==> src/rtl/bfr_queue.sv <==
`default_nettype none

module bfr_queue #(
    parameter int WIDTH = 8,
    parameter int DEPTH = 4
) (
    input  wire logic             i_clk,
    input  wire logic             i_rst_n,
    input  wire logic             i_push,
    input  wire logic [WIDTH-1:0] i_data,
    output logic                  o_full,
    output logic                  o_valid,
    output logic [WIDTH-1:0]      o_data,
    input  wire logic             i_pop
);

    localparam int PW = $clog2(DEPTH);
    localparam int CW = $clog2(DEPTH + 1);

    logic [WIDTH-1:0] r_mem [DEPTH];
    logic [PW-1:0]    r_wp, n_wp;
    logic [PW-1:0]    r_rp, n_rp;
    logic [CW-1:0]    r_cnt, n_cnt;
    logic             do_push;
    logic             do_pop;

    assign o_full  = r_cnt == CW'(DEPTH);
    assign o_valid = r_cnt != '0;
    assign o_data  = r_mem[r_rp];
    assign do_push = i_push && !o_full;
    assign do_pop  = i_pop && o_valid;

    always_comb begin
        n_wp  = r_wp;
        n_rp  = r_rp;
        n_cnt = r_cnt;
        if (do_push) begin
            n_wp = (r_wp == PW'(DEPTH - 1)) ? '0 : r_wp + 1'b1;
        end
        if (do_pop) begin
            n_rp = (r_rp == PW'(DEPTH - 1)) ? '0 : r_rp + 1'b1;
        end
        if (do_push && !do_pop) begin
            n_cnt = r_cnt + 1'b1;
        end else if (do_pop && !do_push) begin
            n_cnt = r_cnt - 1'b1;
        end
    end

    always_ff @(posedge i_clk) begin
        if (do_push) begin
            r_mem[r_wp] <= i_data;
        end
    end

    always_ff @(posedge i_clk) begin
        if (!i_rst_n) begin
            r_wp  <= '0;
            r_rp  <= '0;
            r_cnt <= '0;
        end else begin
            r_wp  <= n_wp;
            r_rp  <= n_rp;
            r_cnt <= n_cnt;
        end
    end

endmodule

`default_nettype wire

==> config.mk <==
export PLATFORM = sky130hd
export DESIGN_NAME = bfr_queue
export DESIGN_NICKNAME = d
export VERILOG_FILES = /design/src/rtl/bfr_queue.sv
export SDC_FILE = /design/constraint.sdc
export NUM_CORES = 1
export LEC_CHECK = 0
export ABC_CLOCK_PERIOD_IN_PS = 4400
export BUFFER_PORTS_ARGS = -buffer_cell sky130_fd_sc_hd__buf_2
export CORE_AREA = 2 2 71 46
export DETAILED_ROUTE_END_ITERATION = 8
export DIE_AREA = 0 0 73 48
export PLACE_DENSITY = 0.8
export SKIP_CTS_REPAIR_TIMING = 1
export SYNTH_ARGS = -nofsm -noshare
export SYNTH_HDL_FRONTEND = slang
export SYNTH_SLANG_ARGS = --single-unit
==> constraint.sdc <==
create_clock -name i_clk -period 4.4 [get_ports i_clk]
set_input_delay 0.44 -clock i_clk [delete_from_list [all_inputs] [get_ports i_clk]]
set_output_delay 0.44 -clock i_clk [all_outputs]
set_load 0.03 [all_outputs]
-- Word level (Yosys, flattened, before mapping)
Memory sizes are Yosys's and may differ from the RTL's. A register that Yosys moved wholly into a read port is not among the register bits.
Index checks and enable logic that the tools add are counted.
- register bits after elaboration: 7
- RAM bits: 32
- input bits: 12
- word-level logic and storage cells: 28
- memories: 1
- memory list (name ; words ; width ; read ports ; clocked after Yosys merged registers in ; write ports ; line ; text):
    r_mem ; 4 ; 8 ; 1 ; 1 ; 1 ; 20 ; logic [WIDTH-1:0] r_mem [DEPTH];
- $add $sub $neg: 4
- equality and inequality tests: 3
- mux-type cells: 8
- reductions and logical operators: 9
- operators with widths (operator ; number):
    $mux 2 ; 4
    $mux 3 ; 2
    $add 2x1->2 const B ; 2
    $eq 2x2->1 const B ; 2
    $logic_and 1x1->1 ; 4
    $add 3x1->3 const B ; 1
    $eq 3x3->1 const B ; 1
    $logic_not 1->1 ; 3
    $reduce_bool 3->1 ; 1
    $sub 3x1->3 const B ; 1
    $mux 1 ; 2
    $reduce_bool 2->1 ; 1

-- Depth between registers and ports, before layout
- depth after elaboration: 7
- depth in mapped cells: 9
- gate-level depth less buffers: 8

-- Least setup slack after synthesis
Ideal clock, no wire load.
- kind: reg-to-reg
- start point: register r_cnt[0]
- end point: register r_cnt[2]
- setup time: 76 ps
- arrival time: 2141 ps
- required time: 4324 ps
- setup slack: 2183 ps
- cell stages (with the launch flop): 8
- path buffers: 0
- clock period less this slack: 2217 ps
- cells stage by stage: dfxtp_1 > o31ai_1 > ha_1 > inv_1 > fa_1 > xor2_1 > or3_2 > a21boi_0
- cells in the longest elaborated chain, start to end: 6
- elaborated cells between the ends (all ways): 14
- classes of those cells: 2 x add/sub; 1 x eq/ne; 2 x mux; 9 x reduce/logical
- RTL lines (element ; line ; text):
    start, declared ; 23 ; logic [CW-1:0] r_cnt, n_cnt;
    start signal, assigned ; 64 ; r_cnt <= n_cnt;
    branches (longest 6 deep; another with $sub 3x1->3) ; -- ;
Several ways; the timed one is not identified. The select of a mux whose other input is x is not followed.
A chain may end at the register's enable or synchronous reset.

-- Worst setup path in the final report
Ends and elaborated chain as after synthesis.

==> summary.md <==
| Metric | Value |
|---|---|
| Total I/O pin count | `22` |
| Worst path slowest cell | `o31ai_1` |
| R2R Setup Slk | `about 1.9 ns` |
| Reg2reg path depth | `7` |
| Largest net degree at the start of global routing | `15` |
| Worst-Margin Slew | `around 0.6 ns` |
| Skew final | `between 0.006 and 0.007 ns` |
| DRC | `0` |
| DP Cell Count | `144` |
| Crit-path max cell delay | `around 0.56 ns` |
| Share of the synthesized area in the top cell type | `0.589` |
| Period minus WS final | `2.52 ns` |
| M1 GR Usage | `0.211` |
| Vias in the first global route | `840` |
| Net count after synthesis | `between 100 and 150` |
| Clock tree buffer depth | `2` |
| Critical path, cell by cell | `o31ai_1 > ha_1 > inv_1 > fa_1 > xor2_1 > or3_2 > a21boi_0` |
| Leak | `just under 0.7 nW` |
| Cell area power density | `~600 nW/um2` |
| Fin area | `approximately 1900 um2` |
| Largest cells by area after synthesis | `edfxtp_1, dfxtp_1, mux4_2` |
| Root Buffer | `clkbuf_8` |
| First-pass GRT wire length | `between 4 and 5 mm` |
| Instance area at placement | `between 1500 and 2000 um2` |
| PortBufs | `21` |
| CTS tree | `built` |
| FF-to-FF End | `r_cnt[2]` |
| Vias per inst | `approximately 5.5` |
| Total track usage | `0.173` |
| Startpoint Class | `register` |
| Die H | `roughly 48 um` |
| Crit end category | `register` |
| Crit Path Max Fanout | `5` |
| Final Max Slew Viols | `0` |
| Clock input transition at the sequential cells of the worst setup and hold paths | `0.08 ns` |
| Peak Freq | `0.397 GHz` |
| Syn Inst Count | `93` |
| Drt total wl | `2.64 mm` |
| Final Util | `0.670` |
| Number of buffers created by CTS | `5` |
| Clk_lat worst skew | `around 0.3 ns` |
| Number of antenna violations at the first check in global routing | `0` |
| Ys Warns | `0` |
| Largest family of logic cells by synthesized area | `multiplexers` |
| Clk sink count | `41` |
| Worst r2r src | `r_cnt[0]` |
| DR pass1 iterations | `4` |
| RSZ-0062 raised after global routing | `false` |
| Post-synthesis xor/xnor area fraction | `0.0107` |
| Layout Nets | `136` |
| Req. time, crit path | `roughly 4.6 ns` |
| H-tree depth | `2` |
| Die W | `roughly 73 um` |
| Core area | `between 2000 and 3000 um2` |
| Crit-path leading delay family | `compound AO/OA/AOI/OAI gates` |
| Setup TNS | `0 ns` |
| GRT overflow | `0` |
| Post-synthesis mux area share | `0.129` |
| Grt met3 use | `0.0653` |
| Placed wire-length estimate | `1.84 mm` |
| Crit Path Class | `reg -> reg` |
| Simple-gate share of the synthesized area | `0.0674` |
| Peak supply drop | `~0.33 mV` |
| Wirelength per Cell | `roughly 17 um` |
| Yosys cell types | `23` |
| Total number of vias | `roughly 840` |
| Status | `finished clean` |
| Cell count along the critical path | `7` |
| Fraction of layout cells with a size suffix above 1 | `0.331` |
| GPL Wtd Cong | `roughly 0.78` |
| Sequential area share after synthesis | `0.699` |
| Arrival time at the worst endpoint | `around 2.7 ns` |
| Final cell count without fillers | `approximately 150` |
| Fillers | `roughly 190` |
| Die area | `around 3500 um2` |
| Starting Density | `0.584` |
| Worst path bufs/invs | `1` |
| M2 GR Usage | `0.285` |
| Seq cells post-synth | `slightly above 40` |
| Cell Rows | `15` |
| Fin. Hold Viols | `0` |
| Synth area leader | `edfxtp_1` |
| Worst hold endpoint | `r_mem[0][0]` |
| Hold Path Cell Cnt | `1` |
| Starting DRC count in detailed routing | `25` |
| # Max-Cap Violations | `0` |
| Diode count | `0` |
| Synth Area in Compound Gates | `0.0184` |
| Hold Path Origin | `i_data[0]` |
| Slew headroom | `0.602` |
| HP Class | `in -> reg` |
| Area grow syn2layout | `14.7%` |
| Final setup viols | `0` |
| Netlist Area Pre-Place | `between 1500 and 2000 um2` |
| Adder-Cell Fraction of Synth Area | `0.0582` |
| Synth Area per Inst | `~18 um2` |
| Worst hold slack | `~0.36 ns` |
| Number of nets with antenna violations after routing | `0` |
| GRT Max-Usage Layer | `met2` |
| Tcrit/Tclk final | `0.572` |
[cell type report]
type	instances	area [um2]	area share
inverters	3	11.3	0.00601
repair buffers	21	105	0.0561
multi-input cells	45	463	0.247
clock buffers	6	93.8	0.0501
clock inverters	2	16.3	0.00868
well taps	34	42.5	0.0227
flip-flops and latches	41	1140	0.609
[cell families (layout without fill, tap and decap cells)]
group	Yosys count	count (layout)
fa+ha+maj	7	7
compound gates	5	5
buf+inv	7	32
xor+xnor	2	2
simple gates	20	20
mux	11	11
flops	41	41
[state kept, by name (all words and copies together) (netlist names), named ones only]
| register | cells |
|---|---|
| r_mem | 32 |
| r_wp | 2 |
| r_rp | 2 |
| r_cnt | 3 |
[synthesized netlist by cell type]
| cell | number |
|---|---|
| inv_1 | 3 |
| nor3b_2 | 1 |
| dfxtp_1 | 9 |
| mux4_2 | 8 |
| ha_1 | 6 |
| o21ai_0 | 3 |
| nor2_1 | 2 |
| xor2_1 | 1 |
| buf_2 | 2 |
| o31ai_1 | 1 |
| mux2i_1 | 3 |
| a21boi_0 | 1 |
| buf_1 | 1 |
| or3_1 | 1 |
| nand2_1 | 6 |
| xnor2_1 | 1 |
| fa_1 | 1 |
| and2_1 | 5 |
| nand3_1 | 2 |
| or3_2 | 1 |
| nor2b_1 | 2 |
| edfxtp_1 | 32 |
| clkbuf_1 | 1 |
[through the flow]
stage	total power, W	worst slack (ns)
2_1_floorplan	0.000772	2.18
3_5_place_dp	0.000862	1.84
5_1_grt	0.00118	1.68
4_1_cts	0.00114	1.85
6_report	0.00113	1.88
3_3_place_gp	0.000839	2.01
[placed cells by master, fill, tap and decap left out]
cell type    n
a21boi_0     1
and2_1       5
buf_2       21
clkbuf_16    1
clkbuf_8     5
clkinv_4     1
clkinvlp_4   1
dfxtp_1      9
edfxtp_1    32
fa_1         1
ha_1         6
inv_1        3
mux2i_1      3
mux4_2       8
nand2_1      6
nand3_1      2
nor2_1       2
nor2b_1      2
nor3b_2      1
o21ai_0      3
o31ai_1      1
or3_1        1
or3_2        1
xnor2_1      1
xor2_1       1
[metal layers]
layer | part of all wire | vias up | wire [um]
met5 | 0 | - | 0
met4 | 0.019 | 0 | 50
met3 | 0.039 | 7 | 104
met2 | 0.50 | 13 | 1310
met1 | 0.45 | 419 | 1180
li1 | - | 397 | -
[worst reg2reg max path, cell delays in order (launching register included)]
cell      delay [ns]
dfxtp_1         0.38
o31ai_1         0.56
ha_1            0.29
inv_1           0.06
fa_1            0.38
xor2_1          0.19
or3_2           0.43
a21boi_0        0.17
[where the power goes]
group	switching [W]	total (W)	leakage, nW	internal [W]
sequential	0.0000525	0.000529	0.367	0.000476
clock	0.000133	0.000279	0.0525	0.000147
combinational	0.000184	0.000319	0.268	0.000136
total	0.000369	0.00113	0.687	0.000759
[how the worst max path moves through the flow]
stage          slack [ns]      from        to
6_report             1.88  r_cnt[0]  r_cnt[2]
5_1_grt              1.68  r_cnt[1]  r_cnt[2]
4_1_cts              1.85  r_cnt[1]  r_cnt[2]
3_5_place_dp         1.84  r_cnt[1]  r_cnt[2]
3_3_place_gp         2.01    i_push  r_cnt[2]
2_1_floorplan        2.18  r_cnt[0]  r_cnt[2]
(Power assumes the default switching activity.)
