**src/rtl/bfr_pkg.sv**
```systemverilog
`default_nettype none

package bfr_pkg;

    localparam int WORD_W       = 32;
    localparam int CFG_W        = 3;
    localparam int OP_W         = 2;
    localparam int LOAD_SLOT_W  = 3;
    localparam int LOAD_INDEX_W = 13;
    localparam int SLOT_W       = 6;
    localparam int COUNT_W      = 24;
    localparam int ROW_SHIFT    = 18;

    localparam int SLOT_COUNT_DEF            = 8;
    localparam int CLOCK_WORDS_PER_SLOT_DEF  = 8192;
    localparam int FRAME_WORDS_DEF           = 93;
    localparam int CLOCK_WORDS_PER_FRAME_DEF = 3;
    localparam int QUEUE_DEPTH               = 4;

    localparam logic [OP_W-1:0] OP_STREAM = 2'd0;
    localparam logic [OP_W-1:0] OP_LOAD   = 2'd1;
    localparam logic [OP_W-1:0] OP_START  = 2'd2;

    localparam logic [1:0] PEND_NONE  = 2'd0;
    localparam logic [1:0] PEND_FAR   = 2'd1;
    localparam logic [1:0] PEND_COUNT = 2'd2;
    localparam logic [1:0] PEND_ID    = 2'd3;

    localparam logic [WORD_W-1:0] CMD_FAR          = 32'h3000_2001;
    localparam logic [WORD_W-1:0] CMD_FDRI         = 32'h3000_4000;
    localparam logic [WORD_W-1:0] CMD_DEVICE_ID    = 32'h3001_8001;
    localparam logic [WORD_W-1:0] FDRI_HDR_MASK    = 32'hFFFF_C000;
    localparam logic [WORD_W-1:0] ROW_KEEP_MASK    = 32'hFF03_FFFF;
    localparam logic [WORD_W-1:0] FAR_END_MARK     = 32'h07FC_0000;
    localparam logic [WORD_W-1:0] ID_PART_A        = 32'h0484_A093;
    localparam logic [WORD_W-1:0] ID_PART_B        = 32'h04A4_2093;
    localparam logic [WORD_W-1:0] TYPE1_COUNT_MASK = 32'h0000_03FF;
    localparam logic [WORD_W-1:0] TYPE2_COUNT_MASK = 32'h00FF_FFFF;

    localparam logic [SLOT_W-1:0] ID_A_SLOT_OFFSET = 6'd3;

    typedef logic [WORD_W-1:0] t_word;

    // Classification of one queued request
    typedef struct packed {
        logic is_load;
        logic rd_clk;
        logic far;
        logic fault;
    } t_qflags;

endpackage

`default_nettype wire

```
**src/rtl/bfr_front.sv**
```systemverilog
`default_nettype none

module bfr_front #(
    parameter int SLOT_COUNT            = 8,
    parameter int CLOCK_WORDS_PER_SLOT  = 8192,
    parameter int FRAME_WORDS           = 93,
    parameter int CLOCK_WORDS_PER_FRAME = 3,
    parameter int ADDR_W                = 16
) (
    input  wire logic                                i_clk,
    input  wire logic                                i_rst_n,
    input  wire logic                                i_cfg_we,
    input  wire logic [bfr_pkg::CFG_W-1:0]           i_cfg_wdata,
    input  wire logic                                i_in_valid,
    output logic                                     o_in_ready,
    input  wire logic [bfr_pkg::OP_W-1:0]            i_operation,
    input  wire logic [bfr_pkg::WORD_W-1:0]          i_word,
    input  wire logic [bfr_pkg::LOAD_SLOT_W-1:0]     i_load_slot,
    input  wire logic [bfr_pkg::LOAD_INDEX_W-1:0]    i_load_index,
    input  wire logic                                i_q_full,
    output logic                                     o_push,
    output bfr_pkg::t_qflags                         o_flags,
    output logic [bfr_pkg::WORD_W-1:0]               o_word,
    output logic [ADDR_W-1:0]                        o_addr
);
    import bfr_pkg::*;

    localparam int CI_W  = $clog2(CLOCK_WORDS_PER_SLOT);
    localparam int WIF_W = $clog2(FRAME_WORDS);
    localparam int WIN_LO = (FRAME_WORDS - CLOCK_WORDS_PER_FRAME) / 2;
    localparam int WIN_HI = WIN_LO + CLOCK_WORDS_PER_FRAME;

    logic [CFG_W-1:0]   r_start_slot;
    logic [SLOT_W-1:0]  r_next_slot, n_next_slot;
    logic [SLOT_W-1:0]  r_cur_slot,  n_cur_slot;
    logic [1:0]         r_pend,      n_pend;
    logic [COUNT_W-1:0] r_rem,       n_rem;
    logic [WIF_W-1:0]   r_wif,       n_wif;
    logic [CI_W-1:0]    r_ci,        n_ci;

    logic              accept;
    logic              in_frame;
    logic              in_window;
    logic              slot_ok;
    logic              load_ok;
    logic [ADDR_W-1:0] rd_addr;
    logic [ADDR_W-1:0] wr_addr;

    assign o_in_ready = !i_q_full;
    assign accept     = i_in_valid && !i_q_full;

    // Remaining count holds whole frames while it is at least one frame long
    assign in_frame  = r_rem >= COUNT_W'(FRAME_WORDS);
    assign in_window = (r_wif >= WIF_W'(WIN_LO)) && (r_wif < WIF_W'(WIN_HI));
    assign slot_ok   = 32'(r_cur_slot) < SLOT_COUNT;
    assign load_ok   = (32'(i_load_slot) < SLOT_COUNT)
                    && (32'(i_load_index) < CLOCK_WORDS_PER_SLOT);

    assign rd_addr = ADDR_W'(r_cur_slot) * ADDR_W'(CLOCK_WORDS_PER_SLOT) + ADDR_W'(r_ci);
    assign wr_addr = ADDR_W'(i_load_slot) * ADDR_W'(CLOCK_WORDS_PER_SLOT)
                   + ADDR_W'(i_load_index);

    always_comb begin
        n_next_slot = r_next_slot;
        n_cur_slot  = r_cur_slot;
        n_pend      = r_pend;
        n_rem       = r_rem;
        n_wif       = r_wif;
        n_ci        = r_ci;
        o_push      = 1'b0;
        o_flags     = '0;
        o_word      = i_word;
        o_addr      = '0;

        if (accept) begin
            unique case (i_operation)
                OP_STREAM: begin
                    o_push = 1'b1;
                    priority if (in_frame) begin
                        if (in_window) begin
                            if (slot_ok) begin
                                o_flags.rd_clk = 1'b1;
                                o_addr         = rd_addr;
                            end else begin
                                o_flags.fault = 1'b1;
                            end
                            n_ci = (r_ci == CI_W'(CLOCK_WORDS_PER_SLOT - 1)) ? '0
                                 : r_ci + 1'b1;
                        end
                        if (r_wif == WIF_W'(FRAME_WORDS - 1)) begin
                            n_wif = '0;
                            n_rem = r_rem - COUNT_W'(FRAME_WORDS);
                        end else begin
                            n_wif = r_wif + 1'b1;
                        end
                    end else if (r_pend == PEND_ID) begin
                        n_pend = PEND_NONE;
                        if (i_word == ID_PART_A) begin
                            n_next_slot = r_next_slot + ID_A_SLOT_OFFSET;
                        end else if (i_word != ID_PART_B) begin
                            o_flags.fault = 1'b1;
                        end
                    end else if (r_pend == PEND_FAR) begin
                        n_pend     = PEND_NONE;
                        n_cur_slot = r_next_slot;
                        if (i_word != FAR_END_MARK) begin
                            o_word      = (i_word & ROW_KEEP_MASK)
                                        | (WORD_W'(r_next_slot) << ROW_SHIFT);
                            o_flags.far = 1'b1;
                            n_next_slot = r_next_slot + 1'b1;
                        end
                    end else if (r_pend == PEND_COUNT) begin
                        n_pend = PEND_NONE;
                        n_rem  = COUNT_W'(i_word & TYPE2_COUNT_MASK);
                        n_wif  = '0;
                    end else begin
                        if (i_word == CMD_FAR) begin
                            n_pend = PEND_FAR;
                        end else if ((i_word & FDRI_HDR_MASK) == CMD_FDRI) begin
                            // zero type-1 count: the count follows in a type-2 word
                            if ((i_word & TYPE1_COUNT_MASK) != '0) begin
                                n_rem = COUNT_W'(i_word & TYPE1_COUNT_MASK);
                                n_wif = '0;
                            end else begin
                                n_pend = PEND_COUNT;
                            end
                        end else if (i_word == CMD_DEVICE_ID) begin
                            n_pend = PEND_ID;
                        end
                    end
                end
                OP_LOAD: begin
                    if (load_ok) begin
                        o_push          = 1'b1;
                        o_flags.is_load = 1'b1;
                        o_addr          = wr_addr;
                    end
                end
                OP_START: begin
                    n_next_slot = SLOT_W'(r_start_slot);
                    n_cur_slot  = SLOT_W'(r_start_slot);
                    n_pend      = PEND_NONE;
                    n_rem       = '0;
                    n_wif       = '0;
                    n_ci        = '0;
                end
                default: begin
                end
            endcase
        end
    end

    always_ff @(posedge i_clk) begin
        if (!i_rst_n) begin
            r_start_slot <= '0;
            r_next_slot  <= '0;
            r_cur_slot   <= '0;
            r_pend       <= PEND_NONE;
            r_rem        <= '0;
            r_wif        <= '0;
            r_ci         <= '0;
        end else begin
            if (i_cfg_we) begin
                r_start_slot <= i_cfg_wdata;
            end
            r_next_slot <= n_next_slot;
            r_cur_slot  <= n_cur_slot;
            r_pend      <= n_pend;
            r_rem       <= n_rem;
            r_wif       <= n_wif;
            r_ci        <= n_ci;
        end
    end

endmodule

`default_nettype wire

```
**config.mk**
```make
export PLATFORM = sky130hd
export DESIGN_NAME = bfr_front
export DESIGN_NICKNAME = d
export VERILOG_FILES = /design/src/rtl/bfr_pkg.sv /design/src/rtl/bfr_front.sv
export SDC_FILE = /design/constraint.sdc
export NUM_CORES = 1
export LEC_CHECK = 0
export BUFFER_PORTS_ARGS = -buffer_cell sky130_fd_sc_hd__buf_2
export CAP_MARGIN = 20
export CORE_ASPECT_RATIO = 0.9
export CORE_MARGIN = 4
export CORE_UTILIZATION = 45
export CTS_CLUSTER_DIAMETER = 100
export DETAILED_ROUTE_END_ITERATION = 8
export GPL_ROUTABILITY_DRIVEN = 0
export HOLD_SLACK_MARGIN = 0.08
export PLACE_DENSITY = 0.68
export SYNTH_ARGS = -nofsm -noshare
export SYNTH_HDL_FRONTEND = slang
export SYNTH_SLANG_ARGS = --single-unit
```
**constraint.sdc**
```tcl
create_clock -name i_clk -period 2.9 [get_ports i_clk]
set_input_delay 0.29 -clock i_clk [delete_from_list [all_inputs] [get_ports i_clk]]
set_output_delay 0.29 -clock i_clk [all_outputs]
set_load 0.02 [all_outputs]
```
Word level (Yosys, flattened, before mapping)
Index checks and enable logic that the tools add are counted.
{"block": "word_totals", "romBits": 0, "reg_bits": 61, "wordCells": 131, "latch_bits": 0, "ram_bits": 0, "input_bits": 58, "memories": 0}
{"block": "op_classes", "n_reduce_logical": 13, "n_mul": 0, "n_lt_le_gt_ge": 4, "eq_ne": 29, "muxes": 70, "shift": 0, "bitwise_logic": 1, "add_sub_neg": 7, "div_mod_pow": 0}
{"operator": "two-way mux 24 bit", "n": 8}
{"operator": "two-way mux 32 bit", "n": 6}
{"operator": "== test 32 x 30 -> 1 bit, second input constant", "n": 2}
{"operator": "two-way mux 16 bit", "n": 4}
{"operator": "inequality test 32 x 27 -> 1 bit, second input constant", "n": 2}
{"operator": "two-way mux 7 bit", "n": 8}
{"operator": "two-way mux 6 bit", "n": 8}
{"operator": "case mux 24 bit (2 select lines)", "n": 1}
{"operator": "two-way mux 13 bit", "n": 3}
{"operator": "adder 16 x 13 -> 16 bit", "n": 2}
{"operator": "== test 32 x 27 -> 1 bit, second input constant", "n": 1}
{"operator": "bitwise OR 32 x 24 -> 32 bit", "n": 1}
{"operator": "case mux 16 bit (2 select lines)", "n": 1}
{"operator": "nonzero test 32 bit", "n": 1}
{"operator": "case mux 13 bit (2 select lines)", "n": 1}
{"operator": ">= comparator 24 x 7 -> 1 bit, second input constant", "n": 1}
{"operator": "case mux 6 bit (2 select lines)", "n": 2}
{"operator": "subtractor 24 x 7 -> 24 bit, second input constant", "n": 1}
{"operator": "== test 18 x 16 -> 1 bit, second input constant", "n": 1}
{"operator": "inequality test 3 bit, second input constant", "n": 6}
{"operator": "two-way mux 1 bit", "n": 16}
{"operator": "two-way mux 2 bit", "n": 8}
{"operator": "inequality test 7 bit, second input constant", "n": 2}
{"operator": "case mux 7 bit (2 select lines)", "n": 1}
{"operator": "other kinds (26)", "n": 37}

Logic depth before layout (Yosys ltp)
Gate-level depths: netlist of run 1.
{"block": "logic_depth", "ltp_word": 9, "depth_mapped": 11}

Worst setup path before layout of run 1
No wires, ideal clock.
{"block": "synth_path", "kind": "register -> output", "startpoint": "register r_rem[0]", "endpoint": "output port o_addr[10]", "path_stages_with_launch": 11, "t_required_ps": 2610, "slack_ps": 18, "arrival_ps": 2592, "path_buffers": 2, "cell_sequence": "dfxtp_1 > inv_1 > ha_1 > and4b_1 > o21ai_1 > a31oi_1 > and3_1 > clkbuf_1 > buf_2 > a22oi_1 > nor2_1"}
{"block": "synth_via", "elab_chain_cells": 4}
{"element": "from (decl)", "line": "bfr_front.sv:37", "source": "logic [COUNT_W-1:0] r_rem, n_rem;"}
{"element": "from (signal assigned)", "line": "bfr_front.sv:169", "source": "r_rem <= n_rem;"}
{"element": ">= comparator 24 x 7 -> 1 bit", "line": "bfr_front.sv:53", "source": "assign in_frame = r_rem >= COUNT_W'(FRAME_WORDS);"}
{"element": "two-way mux 16 bit", "line": "bfr_front.sv:79", "source": "priority if (in_frame) begin"}
{"element": "case mux 16 bit (2 select lines)", "line": "bfr_front.sv:76", "source": "unique case (i_operation)"}
{"element": "two-way mux 16 bit", "line": "bfr_front.sv:75", "source": "if (accept) begin"}
{"element": "to (decl)", "line": "bfr_front.sv:24", "source": "output logic [ADDR_W-1:0] o_addr"}
Every way passes these cells.

Final worst setup path of run 1
{"block": "layout_path", "startpoint": "register r_rem[1]", "endpoint": "output port o_word[20] (netlist bit)"}
{"block": "layout_via", "elab_chain_cells": 4}
{"element": ">= comparator 24 x 7 -> 1 bit", "line": "bfr_front.sv:53"}
{"element": "two-way mux 32 bit", "line": "bfr_front.sv:79"}
{"element": "two-way mux 32 bit", "line": "bfr_front.sv:76"}
{"element": "two-way mux 32 bit", "line": "bfr_front.sv:75"}
{"element": "to (decl)", "line": "bfr_front.sv:23", "source": "output logic [bfr_pkg::WORD_W-1:0] o_word,"}
Every way passes these cells.

==> metrics.yaml, run 1 <==
power:
  p_per_area_nw_per_um2: 436
  ir_worst_vdd_uv: 243
  leakagePower_nw: 2.20
critical_path:
  endpoint_kind: "primary output"
  slowest_delay_ps: 440
  cp_common_cell: "buf_6"
  worstPathMaxFanout: 7
  crit_chain: "inv_4 -> ha_4 -> and4bb_2 -> a2111oi_4 -> nand3_4 -> nor4b_4 -> buf_6 -> mux2_4 -> buf_6"
  slowest_stage: "a2111oi_4"
  rr_startpoint: "r_rem[1]"
  r2r_end: "r_rem[16]"
  reg2reg_depth: 11
  arrival_ps: 2660
  critPathLaunchType: "flip-flop"
  cp_data_required_time_ps: 2610
  reg2reg_slack_ps: 80
  crit_type: "flip-flop to primary output"
grt:
  grt_use_total: 0.247
  grt_overflow: 0
  antenna_found_initial: 0
  grt_pass1_vias: 4608
  grt_first_pass_wirelength_um: 23200
  grt_start_max_net_pins: 26
clock_network:
  path_clk_slew_ps: 70
  worstSkewPairLatency_ps: 350
  cts_inserted_buffers: 9
  htreeDepth: 3
  cts_tree: "yes"
  numClockSinks: 61
  cts-root-buf: "clkbuf_8"
  cts_buffer_depth: 2
routing:
  wl_um: 15000
  dr.pass1.iters: 5
  drc: 0
  vias_per_cell: 6.18
  drt-wirelength-per-cell_um: 18.5
  dr_total_vias: 5020
  drt_iter0_markers: 357
  ant_nets: 0
placed_design:
  place_area_um2: 5190
  numPortBuffers: 111
  dp.cells: 788
  place_hpwl_um: 10800
timing:
  relSlewSlack: 0.608
  slew_viol_final: 0
  timing.final.hold_violations: 0
  worst-slew-pin-transition_ps: 584
  fin_ws_ps: -47.6
  finalCriticalPeriod_ps: 2950
  skew_ps: 10.9
  fmax_ghz: 0.339
  period_share: 1.02
  setup-violations-final: 5
  rsz0062_at_grt: "true"
  whs_ps: 194
floorplan:
  io_pins: 112
  dieArea_um2: 11700
  die_h_um: 103
  die_x_um: 114
  initial_core_util: 0.464
  fp.coreArea_um2: 9740
  row_count: 34
status:
  outcome: "complete, but fails checks"
  violations: "negative setup slack"
synthesis:
  synth_edf_count: 0
  netlist_area_um2: 4520
  synth_nets: 643
  ys_types: 76
  yosys-top-cells-area: "dfxtp_1 (27%), nor2_1 (4.5%), buf_4 (4.3%), a21oi_1 (4.2%), nand2_1 (3.6%)"
  ys_seq_area_frac: 0.270
  synth_most_common_cell: "dfxtp_1"
  synthCells: 577
  yosysWarnings: 0
  synth-async-reset-ratio: 0
  synth_top_cell_by_area: "dfxtp_1"
  ys_ff_latch: 61
  synth_top_area_frac: 0.270
  ys.flop_type: "dfxtp_1"
  syn_avg_cell_area_um2: 7.84
  synthTopCellsByCount: "dfxtp_1 (61), nor2_1 (54), nand2_1 (43), a21oi_1 (38), buf_4 (26)"
min_path:
  hold_path_startpoint: "i_cfg_wdata[2]"
  hold_end: "r_start_slot[2]"
  min_path_cells: 3
  hold_class: "input pin to flip-flop"
layout:
  final_nets: 748
  fin_area_um2: 5700
  drive_gt1_frac: 0.337
  diodes: 0
  fin_util: 0.585
  stdcell_count: 812
  areaGrowthSynthToFinish_pct: 26.0
job:
  cap_violations: 0
## placed cells by master, fill, tap and decap left out, drive strengths merged, types with 6 or more instances in the layout
cell type	count
a21oi	39
a22oi	16
and2	6
and3	14
buf	152
clkbuf	11
dfxtp	61
ha	7
inv	15
mux2i	10
nand2	43
nand3	21
nand4	6
nor2	55
nor3	18
nor4	14
o21ai	28
o311ai	10
o31ai	14
or3	19
or4	16
## worst max-delay path by stage
stage,startpoint,to,cells after the start
finish,r_rem[1],o_word[20],9
global route,r_rem[1],o_word[20],9
CTS,r_rem[1],o_word[19],9
detailed placement,r_rem[1],o_word[19],8
global placement,i_word[14],o_word[22],7
floorplan,r_rem[0],o_addr[10],10
## kinds of logic (layout without fill, tap and decap cells)
| logic type | count (synthesis) | after routing | share of synthesized area |
|---|---|---|---|
| flip-flops | 61 | 61 | 0.270 |
| multiplexers | 15 | 15 | 0.0346 |
| adder cells (fa/ha/maj) | 8 | 8 | 0.0238 |
| AO/OA/AOI/OAI | 166 | 166 | 0.261 |
| buffers and inverters | 75 | 182 | 0.0899 |
| AND/OR/NAND/NOR | 242 | 244 | 0.301 |
| XOR/XNOR | 10 | 10 | 0.0194 |
## registers in the layout (all words and copies together) (netlist names)
signal / count
r_start_slot: 3
r_next_slot: 6
r_pend: 2
r_ci: 13
r_cur_slot: 6
r_wif: 7
r_rem: 24
## cell type report
type | count | area [um2]
fill | 904 | 4040
multi-input combinational | 443 | 3100
sequential | 61 | 1220
timing repair buffer | 152 | 958
tap | 126 | 158
clock buffer | 11 | 151
inverter | 15 | 58.8
clock inverter | 4 | 47.5
## critical path: cells and delay by family (launching register included)
kind            cells  cell delay (ps)
simple gates        3              700
compound gates      1              440
buf+inv             3              360
flops               1              350
mux                 1              310
fa+ha+maj           1              150
## stage by stage
| step | TNS, ps | worst slack, ps | power (W) |
|---|---|---|---|
| 4_1_cts | -38.7 | -28.0 | 0.00244 |
| 2_1_floorplan | 0 | 18.5 | 0.00139 |
| 5_1_grt | -1250 | -162 | 0.00260 |
| 3_3_place_gp | 0 | 145 | 0.00164 |
| 6_report | -222 | -47.6 | 0.00249 |
| 3_5_place_dp | 0 | 43.7 | 0.00165 |
## what timing repair did
action | in CTS | in global routing
pin swaps | 4 | 18
cloned | 0 | 2
setup buffers | 4 | 4
endpoints found under the setup margin | 24 | 27
hold buffers | 0 | 0
gates resized for setup | 14 | 54
## layer usage
layer,GRT usage,up-vias,routed length [um]
li1,-,2384,-
met3,0.0405,18,1420
met1,0.358,2381,6810
met5,0,-,0
met2,0.380,237,6560
met4,0.0684,0,221
## where the power goes
group | switching (W) | total, W | internal [W] | leakage, nW
clock network | 0.000343 | 0.000779 | 0.000436 | 0.101
registers | 0.0000247 | 0.000882 | 0.000857 | 0.494
logic | 0.000489 | 0.000826 | 0.000337 | 1.60
No activity file was read; power rests on OpenSTA's default activity.
==> run 2: changes to the inputs <==
--- a/config.mk
+++ b/config.mk
@@ -14,7 +14,7 @@
 export DETAILED_ROUTE_END_ITERATION = 8
 export GPL_ROUTABILITY_DRIVEN = 0
 export HOLD_SLACK_MARGIN = 0.08
-export PLACE_DENSITY = 0.68
+export PLACE_DENSITY = 0.72
 export SYNTH_ARGS = -nofsm -noshare
 export SYNTH_HDL_FRONTEND = slang
 export SYNTH_SLANG_ARGS = --single-unit
==> constraint.sdc (replaced) <==
create_clock -name i_clk -period 2.7 [get_ports i_clk]
set_input_delay 0.27 -clock i_clk [delete_from_list [all_inputs] [get_ports i_clk]]
set_output_delay 0.27 -clock i_clk [all_outputs]
set_load 0.02 [all_outputs]
==> metrics.yaml, run 2 (same netlist as run 1, synthesis figures left out) <==
floorplan:
  fp.coreArea_um2: 9740
  dieArea_um2: 11700
  die_h_um: 103
  die_x_um: 114
  initial_core_util: 0.464
  row_count: 34
  io_pins: 112
routing:
  dr.pass1.iters: 7
  ant_nets: 0
  drt-wirelength-per-cell_um: 18.4
  drc: 0
  wl_um: 15800
  vias_per_cell: 6.25
  dr_total_vias: 5372
  drt_iter0_markers: 659
timing:
  slew_viol_final: 0
  finalCriticalPeriod_ps: 2820
  timing.final.hold_violations: 0
  setup-violations-final: 28
  fin_ws_ps: -125
  relSlewSlack: 0.510
  skew_ps: 12.9
  fmax_ghz: 0.354
  worst-slew-pin-transition_ps: 733
  rsz0062_at_grt: "true"
  period_share: 1.05
power:
  p_per_area_nw_per_um2: 477
  ir_worst_vdd_uv: 261
  leakagePower_nw: 2.48
layout:
  top_register: "r_rem"
  stdcell_count: 859
  final_nets: 794
  drive_gt1_frac: 0.405
  largest_register_ffs: 24
  final_cell_mix: "buf_2 (87), buf_4 (84), dfxtp_1 (58), nor2_1 (45), nand2_1 (42)"
  areaGrowthSynthToFinish_pct: 38.8
  final_common_cell: "buf_2"
  reg_top3: "r_rem: 24 flops, r_ci: 13 flops, r_wif: 7 flops"
  diodes: 0
grt:
  grt_use_total: 0.240
  grt_overflow: 0
  antenna_found_initial: 0
  grt_pass1_vias: 4663
  grt_first_pass_wirelength_um: 22800
  grt_start_max_net_pins: 27
critical_path:
  critPathLaunchType: "input pin"
  arrival_ps: 2550
  worstPathMaxFanout: 6
  endpoint_kind: "primary output"
  cp_data_required_time_ps: 2430
  crit_type: "input pin to primary output"
placed_design:
  dp.cells: 816
  place_hpwl_um: 10800
  place_ws_ps: -78.5
  numPortBuffers: 111
clock_network:
  numClockSinks: 61
  worstSkewPairLatency_ps: 350
  cts_inserted_buffers: 9
  cts-root-buf: "clkbuf_8"
  cts_buffer_depth: 2
  path_clk_slew_ps: 70
  cts_tree: "yes"
  htreeDepth: 3
job:
  cap_violations: 0
status:
  outcome: "complete, but fails checks"
  violations: "negative setup slack"
min_path:
  hold_class: "input pin to flip-flop"
## run 2: cell types whose count changed in the layout (fill, tap and decap cells not counted), moves of 3 or more
| cell | before | now |
|---|---|---|
| o311ai_1 | 0 | 3 |
| nor4_1 | 13 | 10 |
| buf_2 | 95 | 87 |
| nor2_1 | 54 | 45 |
| buf_6 | 8 | 24 |
| buf_4 | 47 | 84 |
| nor2_2 | 1 | 10 |
## run 2: path summary, 6_finish.rpt
kind,from,to,slack (ps),cells past startpoint
min,i_cfg_wdata[2],r_start_slot[2],160,3
max,i_word[14],o_word[19],-120,8
max reg2reg,r_rem[20],r_rem[17],-10,10
min reg2reg,r_cur_slot[4],r_cur_slot[4],480,2
## run 2: through the flow
step / hold WS (ps) / TNS (ps) / utilization / total power (W) / area [um2]
global placement: 458 / -188 / 0.556 / 0.00179 / 5410
finish: 161 / -1450 / 0.645 / 0.00299 / 6280
floorplan: 417 / -208 / - / 0.00149 / 4550
global route: 167 / -5270 / 0.645 / 0.00311 / 6280
CTS: 156 / -4430 / 0.596 / 0.00283 / 5800
detailed placement: 465 / -1020 / 0.556 / 0.00181 / 5410
## run 2: worst max-delay path: stages
cell and delay (ps):
buf_2 110, or4_4 540, or4_1 520, or3_4 390, nor4b_4 140, buf_6 150
mux2_4 300, buf_6 130
## run 2: metal layers
layer	vias to the layer above	share of wire	global-route usage
met3	43	0.10	0.0417
met2	345	0.46	0.392
li1	2485	-	-
met4	0	0.025	0.0656
met1	2499	0.41	0.329
met5	-	0	0
## run 2: layout make-up
class	count	area (um2)
timing repair buffer	198	1400
sequential	61	1220
clock buffer	10	128
fill	774	3460
multi-input combinational	443	3200
clock inverter	6	111
inverter	15	56.3
tap	126	158
## run 2: power by group
| group | switching, W | total [W] | internal (W) |
|---|---|---|---|
| clock network | 0.000379 | 0.000992 | 0.000613 |
| logic | 0.000595 | 0.00106 | 0.000463 |
| registers | 0.0000235 | 0.000944 | 0.000920 |
| total | 0.000998 | 0.00299 | 0.00200 |
## run 2: what timing repair did
item	CTS	global route
gates cloned	0	4
setup buffers	7	16
setup endpoints to repair	25	62
gates resized for setup	32	79
hold buffers	0	0
pin swaps	5	31
==> run 3: changes to the inputs <==
--- a/config.mk
+++ b/config.mk
@@ -14,7 +14,7 @@
 export DETAILED_ROUTE_END_ITERATION = 8
 export GPL_ROUTABILITY_DRIVEN = 0
 export HOLD_SLACK_MARGIN = 0.08
-export PLACE_DENSITY = 0.72
+export PLACE_DENSITY = 0.69
 export SYNTH_ARGS = -nofsm -noshare
 export SYNTH_HDL_FRONTEND = slang
 export SYNTH_SLANG_ARGS = --single-unit
==> constraint.sdc (replaced) <==
create_clock -name i_clk -period 3.01 [get_ports i_clk]
set_input_delay 0.301 -clock i_clk [delete_from_list [all_inputs] [get_ports i_clk]]
set_output_delay 0.301 -clock i_clk [all_outputs]
set_load 0.02 [all_outputs]
==> metrics.yaml, run 3 (same netlist as run 1, synthesis figures left out) <==
grt:
  grt_pass1_vias: 4517
  grt_first_pass_wirelength_um: 22600
  grt_start_max_net_pins: 26
  grt_use_total: 0.240
  grt_overflow: 0
  antenna_found_initial: 0
floorplan:
  io_pins: 112
  die_x_um: 114
  dieArea_um2: 11700
  row_count: 34
  die_h_um: 103
  fp.coreArea_um2: 9740
  initial_core_util: 0.464
critical_path:
  cp_data_required_time_ps: 2710
  worstPathMaxFanout: 8
  endpoint_kind: "primary output"
  arrival_ps: 2680
  critPathLaunchType: "input pin"
  crit_type: "input pin to primary output"
min_path:
  hold_class: "input pin to flip-flop"
routing:
  vias_per_cell: 6.32
  drt_iter0_markers: 458
  dr.pass1.iters: 6
  wl_um: 14500
  dr_total_vias: 5065
  drc: 0
  drt-wirelength-per-cell_um: 18.1
  ant_nets: 0
placed_design:
  place_area_um2: 5070
  dp.cells: 776
  numPortBuffers: 111
  place_hpwl_um: 10400
job:
  cap_violations: 0
timing:
  relSlewSlack: 0.321
  rsz0062_at_grt: "true"
  fmax_ghz: 0.335
  whs_ps: 204
  worst-slew-pin-transition_ps: 1020
  skew_ps: 15.5
  finalCriticalPeriod_ps: 2990
  timing.final.hold_violations: 0
  setup-violations-final: 0
  slew_viol_final: 0
  period_share: 0.992
layout:
  areaGrowthSynthToFinish_pct: 19.2
  stdcell_count: 801
  reg_top3: "r_rem: 24 flops, r_ci: 13 flops, r_wif: 7 flops"
  final_common_cell: "buf_2"
  fin_area_um2: 5400
  multi_input_area_um2: 2970
  drive_gt1_frac: 0.295
  diodes: 0
  top_register: "r_rem"
  largest_register_ffs: 24
  final-seq-area_um2: 1230
  fillCellCount: 930
  final_cell_mix: "buf_2 (108), dfxtp_1 (59), nor2_1 (54), nand2_1 (43), a21oi_1 (38)"
  final_nets: 736
clock_network:
  cts-root-buf: "clkbuf_8"
  cts_hold_buffers: 0
  cts_buffer_depth: 2
  worstSkewPairLatency_ps: 360
  htreeDepth: 3
  cts_inserted_buffers: 9
  path_clk_slew_ps: 60
  cts_tree: "yes"
  numClockSinks: 61
power:
  ir_worst_vdd_uv: 239
  power_frac_seq: 0.374
  p_per_area_nw_per_um2: 420
  sw_frac_of_total: 0.357
  combPwrFrac: 0.330
  clkPwrFrac: 0.296
  internal_power_w: 0.00146
  power.switching_w: 0.000808
  leakagePower_nw: 2.09
status:
  outcome: "finished clean"
[run 3: cell types whose count changed in the layout (fill, tap and decap cells not counted), moves of 3 or more]
cell       before  now
buf_4          84   28
buf_2          87  108
buf_6          24    3
a22oi_1         1   16
a22oi_2        15    0
nor2_1         45   54
nor2_2         10    1
mux2_2          0    5
mux2_4          5    0
bufinv_16       3    0
o21ai_0        19   22
o21ai_1         6    3
o311ai_0        7   10
o311ai_1        3    0
[run 3: layout make-up]
class | instances | share of cell area
Inverter | 15 | 0.0104
Clock buffer | 12 | 0.0288
Sequential cell | 61 | 0.227
Timing Repair Buffer | 140 | 0.149
Tap cell | 126 | 0.0292
Clock inverter | 4 | 0.00417
Multi-Input combinational cell | 443 | 0.551
[run 3: routing by layer]
metal  global-route usage  routed length [um]  vias to the layer above
li1                     -                   -                     2368
met5                    0                   0                        -
met1                0.338                6450                     2411
met4               0.0481                 161                        0
met3               0.0640                1480                       26
met2                0.370                6450                      260
[run 3: power by group through the flow]
stage | clock [W] | sequential, W | combinational (W)
6_report | 0.000671 | 0.000848 | 0.000747
5_1_grt | 0.000717 | 0.000850 | 0.000804
4_1_cts | 0.000677 | 0.000847 | 0.000715
3_5_place_dp | 0 | 0.000865 | 0.000700
3_3_place_gp | 0 | 0.000865 | 0.000695
2_1_floorplan | 0 | 0.000858 | 0.000477
[run 3: critical path: stages]
cell	delay, ps
buf_2	120
or4_1	600
or4_1	530
or3_1	400
nor4b_4	150
buf_6	140
mux2_2	280
buf_4	160
[run 3: timing repair]
action	in CTS	in global routing
resized for setup	5	17
buffers inserted	2	5
cloned	0	2
pin swaps	3	3
endpoints found under the setup margin	24	22
[run 3: final timing paths]
path	from	to	slack (ps)	depth (start not counted)
setup reg to reg	r_rem[0]	r_rem[19]	170	8
hold / removal	i_cfg_wdata[2]	r_start_slot[2]	200	3
hold reg to reg	r_cur_slot[4]	r_cur_slot[4]	470	2
setup / recovery	i_word[14]	o_word[20]	20	8
[run 3: per-stage QoR]
step / setup WS (ps) / power (W) / utilization / setup TNS [ps]
6_report: 24.7 / 0.00227 / 0.554 / 0
5_1_grt: -29.2 / 0.00237 / 0.554 / -88.1
4_1_cts: 13.7 / 0.00224 / 0.542 / 0
3_5_place_dp: 98.6 / 0.00157 / 0.521 / 0
3_3_place_gp: 161 / 0.00156 / 0.521 / 0
2_1_floorplan: 117 / 0.00134 / - / 0
